===== src/rtl/core/dlg_pkg.sv =====
`default_nettype none
package dlg_pkg;

  // Field widths
  localparam int unsigned CoordW = 24;
  localparam int unsigned DashW  = 23;
  localparam logic [DashW-1:0] DashReset = 23'd1280;

  // Default dash limit per segment
  localparam int unsigned MaxDashesDef = 32;

  // Iteration counts of the sequential units
  localparam int unsigned SqrtIters = 25;
  localparam int unsigned CntIters  = 6;
  localparam int unsigned DivIters  = 31;
  localparam int unsigned IterW     = 5;

  typedef struct packed {
    logic signed [CoordW-1:0] point_x;
    logic signed [CoordW-1:0] point_y;
    logic                     path_start;
  } in_t;

  typedef struct packed {
    logic signed [CoordW-1:0] vertex_x;
    logic signed [CoordW-1:0] vertex_y;
    logic                     dash_end;
    logic                     last;
  } out_t;

  // Datapath operations issued by the controller
  typedef enum logic [3:0] {
    OP_NONE,
    OP_LOAD,
    OP_SQ_X,
    OP_SQ_Y,
    OP_SQRT_INIT,
    OP_SQRT_STEP,
    OP_CNT_INIT,
    OP_CNT_STEP,
    OP_MUL_X,
    OP_MUL_Y,
    OP_DIV_INIT,
    OP_DIV_STEP,
    OP_EMIT_INIT,
    OP_EMIT
  } dlg_op_e;

  typedef struct packed {
    dlg_op_e op;
  } cmd_t;

  typedef struct packed {
    logic seg_ok;
    logic len_zero;
    logic cnt_zero;
    logic out_free;
    logic emit_last;
  } sts_t;

endpackage
`default_nettype wire


===== src/rtl/core/dashed_line_generator.sv =====
// A path start point, or the first point, is only stored. A segment point runs the
// 25-step square root, the dash count and the 31-step step dividers, then emits 2n
// vertices, one per cycle while the receiver does not stall (none if the length or
// the dash count is zero). No new point is taken until its last vertex is emitted.
// Reset (rst_ni low, asynchronous): dash length 1280, no point stored, output empty.
`default_nettype none
module dashed_line_generator import dlg_pkg::*; #(
  parameter int unsigned MaxDashes = MaxDashesDef
) (
  input  logic             clk_i,
  input  logic             rst_ni,
  input  logic             in_valid_i,
  output logic             in_stall_o,
  input  in_t              in_data_i,
  output logic             out_valid_o,
  input  logic             out_stall_i,
  output out_t             out_data_o,
  input  logic             cfg_valid_i,
  output logic             cfg_ready_o,
  input  logic [DashW-1:0] cfg_data_i
);

  cmd_t cmd;
  sts_t sts;

  // Take register writes in every cycle
  assign cfg_ready_o = 1'b1;

  dlg_ctrl u_ctrl (
    .clk_i      (clk_i),
    .rst_ni     (rst_ni),
    .in_valid_i (in_valid_i),
    .in_stall_o (in_stall_o),
    .sts_i      (sts),
    .cmd_o      (cmd)
  );

  dlg_dp #(
    .MaxDashes (MaxDashes)
  ) u_dp (
    .clk_i       (clk_i),
    .rst_ni      (rst_ni),
    .cmd_i       (cmd),
    .sts_o       (sts),
    .in_data_i   (in_data_i),
    .cfg_valid_i (cfg_valid_i),
    .cfg_data_i  (cfg_data_i),
    .out_stall_i (out_stall_i),
    .out_valid_o (out_valid_o),
    .out_data_o  (out_data_o)
  );

endmodule
`default_nettype wire


===== src/rtl/core/dlg_ctrl.sv =====
`default_nettype none
module dlg_ctrl import dlg_pkg::*; (
  input  logic clk_i,
  input  logic rst_ni,
  input  logic in_valid_i,
  output logic in_stall_o,
  input  sts_t sts_i,
  output cmd_t cmd_o
);

  localparam logic [3:0] S_IDLE     = 4'd0;
  localparam logic [3:0] S_SQX      = 4'd1;
  localparam logic [3:0] S_SQY      = 4'd2;
  localparam logic [3:0] S_SQINIT   = 4'd3;
  localparam logic [3:0] S_SQRT     = 4'd4;
  localparam logic [3:0] S_CNTINIT  = 4'd5;
  localparam logic [3:0] S_CNT      = 4'd6;
  localparam logic [3:0] S_MULX     = 4'd7;
  localparam logic [3:0] S_MULY     = 4'd8;
  localparam logic [3:0] S_DIVINIT  = 4'd9;
  localparam logic [3:0] S_DIV      = 4'd10;
  localparam logic [3:0] S_EMITINIT = 4'd11;
  localparam logic [3:0] S_EMIT     = 4'd12;

  logic [3:0]       state_q, state_d;
  logic [IterW-1:0] iter_q, iter_d;

  assign in_stall_o = (state_q != S_IDLE);

  // Sequence the datapath through one segment
  always_comb begin
    state_d    = state_q;
    iter_d     = iter_q;
    cmd_o.op   = OP_NONE;
    unique case (state_q)
      S_IDLE: begin
        if (in_valid_i) begin
          cmd_o.op = OP_LOAD;
          state_d  = S_SQX;
        end
      end
      S_SQX: begin
        if (!sts_i.seg_ok) begin
          state_d = S_IDLE;
        end else begin
          cmd_o.op = OP_SQ_X;
          state_d  = S_SQY;
        end
      end
      S_SQY: begin
        cmd_o.op = OP_SQ_Y;
        state_d  = S_SQINIT;
      end
      S_SQINIT: begin
        cmd_o.op = OP_SQRT_INIT;
        iter_d   = IterW'(SqrtIters - 1);
        state_d  = S_SQRT;
      end
      S_SQRT: begin
        cmd_o.op = OP_SQRT_STEP;
        iter_d   = iter_q - 1'b1;
        if (iter_q == '0) state_d = S_CNTINIT;
      end
      S_CNTINIT: begin
        if (sts_i.len_zero) begin
          state_d = S_IDLE;
        end else begin
          cmd_o.op = OP_CNT_INIT;
          iter_d   = IterW'(CntIters - 1);
          state_d  = S_CNT;
        end
      end
      S_CNT: begin
        cmd_o.op = OP_CNT_STEP;
        iter_d   = iter_q - 1'b1;
        if (iter_q == '0) state_d = S_MULX;
      end
      S_MULX: begin
        if (sts_i.cnt_zero) begin
          state_d = S_IDLE;
        end else begin
          cmd_o.op = OP_MUL_X;
          state_d  = S_MULY;
        end
      end
      S_MULY: begin
        cmd_o.op = OP_MUL_Y;
        state_d  = S_DIVINIT;
      end
      S_DIVINIT: begin
        cmd_o.op = OP_DIV_INIT;
        iter_d   = IterW'(DivIters - 1);
        state_d  = S_DIV;
      end
      S_DIV: begin
        cmd_o.op = OP_DIV_STEP;
        iter_d   = iter_q - 1'b1;
        if (iter_q == '0) state_d = S_EMITINIT;
      end
      S_EMITINIT: begin
        cmd_o.op = OP_EMIT_INIT;
        state_d  = S_EMIT;
      end
      S_EMIT: begin
        cmd_o.op = OP_EMIT;
        if (sts_i.out_free && sts_i.emit_last) state_d = S_IDLE;
      end
      default: begin
        state_d = S_IDLE;
      end
    endcase
  end

  always_ff @(posedge clk_i or negedge rst_ni) begin
    if (!rst_ni) begin
      state_q <= S_IDLE;
      iter_q  <= '0;
    end else begin
      state_q <= state_d;
      iter_q  <= iter_d;
    end
  end

endmodule
`default_nettype wire


===== src/rtl/core/dlg_dp.sv =====
`default_nettype none
module dlg_dp import dlg_pkg::*; #(
  parameter int unsigned MaxDashes = MaxDashesDef
) (
  input  logic             clk_i,
  input  logic             rst_ni,
  input  cmd_t             cmd_i,
  output sts_t             sts_o,
  input  in_t              in_data_i,
  input  logic             cfg_valid_i,
  input  logic [DashW-1:0] cfg_data_i,
  input  logic             out_stall_i,
  output logic             out_valid_o,
  output out_t             out_data_o
);

  localparam int unsigned NW = $clog2(MaxDashes + 1);
  localparam int unsigned VW = NW + 1;

  // Stored path state and register
  logic [DashW-1:0]  dash_q;
  logic [CoordW-1:0] prev_x_q, prev_y_q;
  logic              have_prev_q;
  logic              seg_q;

  // Segment operands
  logic              neg_x_q, neg_y_q;
  logic [CoordW-1:0] ax_q, ay_q;
  logic [31:0]       acc_x_q, acc_y_q;

  // Shared multiplier and its hold register
  logic [23:0] mul_a, mul_b;
  logic [47:0] prod_q, hold_q;

  // Square root unit
  logic [49:0] rad_q;
  logic [26:0] srem_q;
  logic [24:0] root_q;
  logic [48:0] sum_w;
  logic [28:0] srem_sh, strial;

  // Dash count unit
  logic        sat_q;
  logic [24:0] crem_q;
  logic [29:0] cdiv_q;
  logic [5:0]  cq_q;
  logic [5:0]  dashes_w;
  logic [NW-1:0] n_w;

  // Step dividers, x and y in parallel
  logic [24:0] rem_x_q, rem_y_q;
  logic [30:0] bits_x_q, bits_y_q;
  logic [30:0] q_x_q, q_y_q;
  logic [25:0] tr_x, tr_y, len_ext;

  // Vertex emission
  logic [31:0]   step_x_q, step_y_q;
  logic [VW-1:0] vidx_q, last_idx_q;
  out_t          out_q;
  logic          out_valid_q;
  logic          out_free;

  logic [24:0] dx_w, dy_w, adx_w, ady_w;

  // Differences against the stored point
  always_comb begin
    dx_w  = {in_data_i.point_x[CoordW-1], in_data_i.point_x} - {prev_x_q[CoordW-1], prev_x_q};
    dy_w  = {in_data_i.point_y[CoordW-1], in_data_i.point_y} - {prev_y_q[CoordW-1], prev_y_q};
    adx_w = dx_w[24] ? (~dx_w + 25'd1) : dx_w;
    ady_w = dy_w[24] ? (~dy_w + 25'd1) : dy_w;
  end

  // Select multiplier operands
  always_comb begin
    case (cmd_i.op)
      OP_SQ_X: begin
        mul_a = ax_q;
        mul_b = ax_q;
      end
      OP_SQ_Y: begin
        mul_a = ay_q;
        mul_b = ay_q;
      end
      OP_MUL_X: begin
        mul_a = ax_q;
        mul_b = {1'b0, dash_q};
      end
      default: begin
        mul_a = ay_q;
        mul_b = {1'b0, dash_q};
      end
    endcase
  end

  assign sum_w   = {1'b0, hold_q} + {1'b0, prod_q};
  assign srem_sh = {srem_q, rad_q[49:48]};
  assign strial  = {2'b00, root_q, 2'b01};

  assign len_ext = {1'b0, root_q};
  assign tr_x    = {rem_x_q, bits_x_q[30]};
  assign tr_y    = {rem_y_q, bits_y_q[30]};

  // Clamp the dash count
  always_comb begin
    dashes_w = sat_q ? 6'd63 : cq_q;
    if ({1'b0, dashes_w} > 7'(MaxDashes)) n_w = NW'(MaxDashes);
    else                                  n_w = NW'(dashes_w);
  end

  assign out_free = !out_valid_q || !out_stall_i;

  assign sts_o.seg_ok    = seg_q && (dash_q != '0);
  assign sts_o.len_zero  = (root_q == '0);
  assign sts_o.cnt_zero  = (dashes_w == '0);
  assign sts_o.out_free  = out_free;
  assign sts_o.emit_last = (vidx_q == last_idx_q);

  // Control state: register, stored point, output valid
  always_ff @(posedge clk_i or negedge rst_ni) begin
    if (!rst_ni) begin
      dash_q      <= DashReset;
      prev_x_q    <= '0;
      prev_y_q    <= '0;
      have_prev_q <= 1'b0;
      seg_q       <= 1'b0;
      out_valid_q <= 1'b0;
    end else begin
      if (cfg_valid_i) dash_q <= cfg_data_i;
      if (cmd_i.op == OP_LOAD) begin
        seg_q       <= have_prev_q && !in_data_i.path_start;
        prev_x_q    <= in_data_i.point_x;
        prev_y_q    <= in_data_i.point_y;
        have_prev_q <= 1'b1;
      end
      if (cmd_i.op == OP_EMIT && out_free) out_valid_q <= 1'b1;
      else if (!out_stall_i)               out_valid_q <= 1'b0;
    end
  end

  // Payload datapath
  always_ff @(posedge clk_i) begin
    case (cmd_i.op)
      OP_LOAD: begin
        neg_x_q <= dx_w[24];
        neg_y_q <= dy_w[24];
        ax_q    <= adx_w[CoordW-1:0];
        ay_q    <= ady_w[CoordW-1:0];
        acc_x_q <= {prev_x_q, 8'h00};
        acc_y_q <= {prev_y_q, 8'h00};
      end
      OP_SQ_X, OP_MUL_X: begin
        prod_q <= mul_a * mul_b;
      end
      OP_SQ_Y, OP_MUL_Y: begin
        prod_q <= mul_a * mul_b;
        hold_q <= prod_q;
      end
      OP_SQRT_INIT: begin
        rad_q  <= {1'b0, sum_w};
        srem_q <= '0;
        root_q <= '0;
      end
      OP_SQRT_STEP: begin
        rad_q <= {rad_q[47:0], 2'b00};
        if (srem_sh >= strial) begin
          srem_q <= 27'(srem_sh - strial);
          root_q <= {root_q[23:0], 1'b1};
        end else begin
          srem_q <= srem_sh[26:0];
          root_q <= {root_q[23:0], 1'b0};
        end
      end
      OP_CNT_INIT: begin
        sat_q  <= ({5'b0, root_q} >= {dash_q, 7'b0});
        crem_q <= root_q;
        cdiv_q <= {1'b0, dash_q, 6'b0};
        cq_q   <= '0;
      end
      OP_CNT_STEP: begin
        cdiv_q <= {1'b0, cdiv_q[29:1]};
        if ({5'b0, crem_q} >= cdiv_q) begin
          crem_q <= crem_q - cdiv_q[24:0];
          cq_q   <= {cq_q[4:0], 1'b1};
        end else begin
          cq_q   <= {cq_q[4:0], 1'b0};
        end
      end
      OP_DIV_INIT: begin
        rem_x_q  <= {1'b0, hold_q[46:23]};
        rem_y_q  <= {1'b0, prod_q[46:23]};
        bits_x_q <= {hold_q[22:0], 8'h00};
        bits_y_q <= {prod_q[22:0], 8'h00};
        q_x_q    <= '0;
        q_y_q    <= '0;
      end
      OP_DIV_STEP: begin
        bits_x_q <= {bits_x_q[29:0], 1'b0};
        bits_y_q <= {bits_y_q[29:0], 1'b0};
        if (tr_x >= len_ext) begin
          rem_x_q <= 25'(tr_x - len_ext);
          q_x_q   <= {q_x_q[29:0], 1'b1};
        end else begin
          rem_x_q <= tr_x[24:0];
          q_x_q   <= {q_x_q[29:0], 1'b0};
        end
        if (tr_y >= len_ext) begin
          rem_y_q <= 25'(tr_y - len_ext);
          q_y_q   <= {q_y_q[29:0], 1'b1};
        end else begin
          rem_y_q <= tr_y[24:0];
          q_y_q   <= {q_y_q[29:0], 1'b0};
        end
      end
      OP_EMIT_INIT: begin
        step_x_q   <= neg_x_q ? (32'd0 - {1'b0, q_x_q}) : {1'b0, q_x_q};
        step_y_q   <= neg_y_q ? (32'd0 - {1'b0, q_y_q}) : {1'b0, q_y_q};
        vidx_q     <= '0;
        last_idx_q <= {n_w, 1'b0} - 1'b1;
      end
      OP_EMIT: begin
        if (out_free) begin
          out_q.vertex_x <= acc_x_q[31:8];
          out_q.vertex_y <= acc_y_q[31:8];
          out_q.dash_end <= vidx_q[0];
          out_q.last     <= (vidx_q == last_idx_q);
          acc_x_q        <= acc_x_q + step_x_q;
          acc_y_q        <= acc_y_q + step_y_q;
          vidx_q         <= vidx_q + 1'b1;
        end
      end
      default: begin
      end
    endcase
  end

  assign out_valid_o = out_valid_q;
  assign out_data_o  = out_q;

endmodule
`default_nettype wire


===== config.mk =====
export PLATFORM = sky130hd
export DESIGN_NAME = dashed_line_generator
export DESIGN_NICKNAME = d
export VERILOG_FILES = /design/src/rtl/core/dlg_pkg.sv /design/src/rtl/core/dashed_line_generator.sv /design/src/rtl/core/dlg_ctrl.sv /design/src/rtl/core/dlg_dp.sv
export SDC_FILE = /design/constraint.sdc
export NUM_CORES = 2
export LEC_CHECK = 0
export BUFFER_PORTS_ARGS = -buffer_cell sky130_fd_sc_hd__buf_2
export CAP_MARGIN = 20
export CORE_MARGIN = 2
export CORE_UTILIZATION = 56
export DETAILED_ROUTE_END_ITERATION = 16
export GPL_TIMING_DRIVEN = 1
export PLACE_DENSITY = 0.72
export SETUP_SLACK_MARGIN = 0.15
export SLEW_MARGIN = 30
export SYNTH_ARGS = -nofsm -noshare
export SYNTH_HDL_FRONTEND = slang
export SYNTH_SLANG_ARGS = --single-unit

===== constraint.sdc =====
create_clock -name clk_i -period 10.5 [get_ports clk_i]
set_input_delay 1.05 -clock clk_i [delete_from_list [all_inputs] [get_ports clk_i]]
set_output_delay 1.05 -clock clk_i [all_outputs]
set_load 0.01 [all_outputs]

==> results_dict.tcl <==
set metrics [dict create \
    worst_path_max_delay_cell "fa_1" \
    end_kind "flip-flop" \
    fin_ws_ns 0.586 \
    dieArea_um2 114000 \
    placementRows 122 \
    hpwl_mm 133 \
    grt_pass1_vias 47497 \
    slew_viol_final 0 \
    crit_arrival_ns 10.32 \
    die_h_um 337 \
    dp.cells 7874 \
    detail_route.wirelength_mm 172 \
    instances_no_fill 8030 \
    cap_violations 0 \
    gp_congestion 0.995 \
    wl_per_cell_um 21.4 \
    drtIter0Drc 4566 \
    synth.yosys.warnings 0 \
    post-route-period-util 0.944 \
    yosysUniqueCellTypes 93 \
    portBuffers 128 \
    drive_gt1_frac 0.0741 \
    path_common_cell "fa_1" \
    clock_latency_ns 0.68 \
    clk_path_buf_depth 3 \
    fmax_ghz 0.101 \
    period_minus_slack_ns 9.91 \
    critical-path-max-stage-delay_ns 0.58 \
    clkTransAtPathRegs_ns 0.06 \
    crit_path_start_kind "flip-flop" \
    drt-pass1-iter-count 6 \
    area_growth_syn_to_layout_pct 8.88 \
    cts_buffers 84 \
    nets 7499 \
    cts_hold_buf 0 \
    vias_per_cell 5.92 \
    synthAdderAreaFrac 0.251 \
    remaining_drc_errors 0 \
    netlist_instances 6381 \
    synth_xor_area_frac 0.0508 \
    status "finished clean" \
    core-area_um2 110000 \
    antenna_found_initial 5 \
    grt_usage 0.306 \
    ys_ff_latch 741 \
    finClkSkew_ns 0.0333 \
    synthFlopType "edfxtp_1" \
    reg2reg_depth 35 \
    clock_sink_count 741 \
    synth_compound_area_frac 0.132 \
    hold_viol 0 \
    ant_nets 0 \
    synth_area_per_cell_um2 9.73 \
    synth_edf_count 658 \
    hp-class "primary input to asynchronous set/reset pin" \
    reg2reg_from "u_dp.dash_q[8]" \
    worstMarginPinSlew_ns 0.980 \
    seq_area_frac_synth 0.352 \
    placed_area_um2 64700 \
    pre_cts_ws_ns 0.263 \
    postCtsSetupBuffers 0 \
    grt_overflow_total 0 \
    post_cts_resize_count 0 \
    crit_type "flip-flop to flip-flop" \
    start_util 0.562 \
    synth_simple_gate_area_frac 0.137 \
    cts_tree "yes" \
    synth_area_um2 62100 \
    reg2reg_to "u_dp.prod_q[40]" \
    relSlewSlack 0.340 \
    vias 47557 \
    synth.net_count 7408 \
    dieWidth_um 337 \
    worstPathMaxFanout 44 \
    setup-violations-final 0 \
    io_pins 130 \
    grt_pass1_wl_mm 268 \
    grt_max_degree 150 \
    r2r_slack_ns 0.59 \
    root_buffer "clkbuf_16" \
    htreeDepth 3 \
    finish.instance_area_um2 67600 \
    async_flop_share 0.112 \
    tns_ns 0 \
    rsz0062_at_grt "no" \
    required_ns 10.91 \
    synth_top_family_by_area "adder cells" \
    synthMuxAreaShare 0.0154 \
]
layer usage:
metal	up-vias	routed length [um]	GRT usage
met4	8	9000	0.144
met2	2026	77100	0.480
met3	496	15300	0.0650
met1	23096	70700	0.407
li1	21931	-	-
met5	-	51	0
cells by family after synthesis:
logic type,count (synthesis)
simple gates,1921
mux,91
flops,741
fa+ha+maj,950
compound gates,1309
xor+xnor,360
buf+inv,1008
other cells,1
worst max path at each step:
stage | end | start | slack (ns)
global route | u_dp.prod_q[47] | u_dp.dash_q[8] | 0.19
CTS | u_dp.prod_q[46] | u_dp.dash_q[8] | 0.23
global placement | u_dp.prod_q[46] | u_dp.dash_q[8] | 0.56
floorplan | u_dp.bits_x_q[10] | u_ctrl.state_q[3] | 1.16
detailed placement | u_dp.prod_q[46] | u_dp.dash_q[8] | 0.26
finish | u_dp.prod_q[40] | u_dp.dash_q[8] | 0.59
worst max-delay path: cells and delay by family (launching register included):
kind | cells | cell delay [ns]
and+or+nand+nor | 8 | 2.12
adders and majority gates | 8 | 4.09
DFF | 1 | 0.38
buffers and inverters | 8 | 1.08
AOI/OAI and AO/OA | 10 | 1.88
xor gates and xnor gates | 1 | 0.09
state kept, by name (all words and copies together), names as in the netlist, 29 cells and up:
| name | count |
|---|---|
| u_dp.acc_x_q | 32 |
| u_dp.out_data_o | 50 |
| u_dp.q_x_q | 31 |
| u_dp.acc_y_q | 32 |
| u_dp.rad_q | 50 |
| u_dp.cdiv_q | 29 |
| u_dp.prod_q | 48 |
| u_dp.q_y_q | 31 |
| u_dp.step_y_q | 32 |
| u_dp.hold_q | 48 |
| u_dp.step_x_q | 32 |
layout make-up:
class / count / area (um2)
diodes: 1 / 2.50
multi-input cells: 4632 / 36600
inverters: 770 / 2890
fillers: 9090 / 42800
flip-flops and latches: 741 / 21800
well taps: 1488 / 1860
repair buffers: 243 / 1560
clock buffers: 107 / 2250
clock inverters: 48 / 557
cell usage after synthesis, drive strengths merged, types with 22 or more instances:
master | number | area [um2]
xnor2 | 246 | 2150
mux2i | 56 | 561
fa | 490 | 9810
nand2b | 58 | 370
edfxtp | 658 | 19800
nor2b | 43 | 269
and3 | 89 | 562
a21oi | 323 | 1620
clkbuf | 203 | 762
ha | 460 | 5760
inv | 770 | 2890
nand3 | 63 | 315
nand2 | 851 | 3190
o21bai | 37 | 278
nand4 | 33 | 206
nor3 | 65 | 325
a211oi | 36 | 270
a21o | 182 | 1370
o21a | 60 | 450
buf | 35 | 163
o31ai | 40 | 305
a22oi | 22 | 170
mux2 | 35 | 394
nor2 | 547 | 2060
and2 | 41 | 257
dfrtp | 81 | 2030
o21ai | 404 | 2020
a31oi | 39 | 250
or3 | 36 | 230
xor2 | 114 | 998
per-stage QoR:
step / utilization / hold slack [ns]
2_1_floorplan: - / 0.431
3_3_place_gp: 0.586 / 0.445
3_5_place_dp: 0.586 / 0.442
4_1_cts: 0.612 / 0.301
5_1_grt: 0.612 / 0.327
6_report: 0.612 / 0.321
cells in the final DEF (no fill, tap or decap), types with 181 or more instances in the layout:
cell,n
xnor2_1,246
a21oi_1,313
inv_1,767
edfxtp_1,658
a21o_1,181
ha_1,460
o21ai_0,388
fa_1,490
nor2_1,542
nand2_1,848
Power is left out: the tool's default activity adds up to more than one toggle a clock period on the data nets, which glitch-free logic cannot reach.
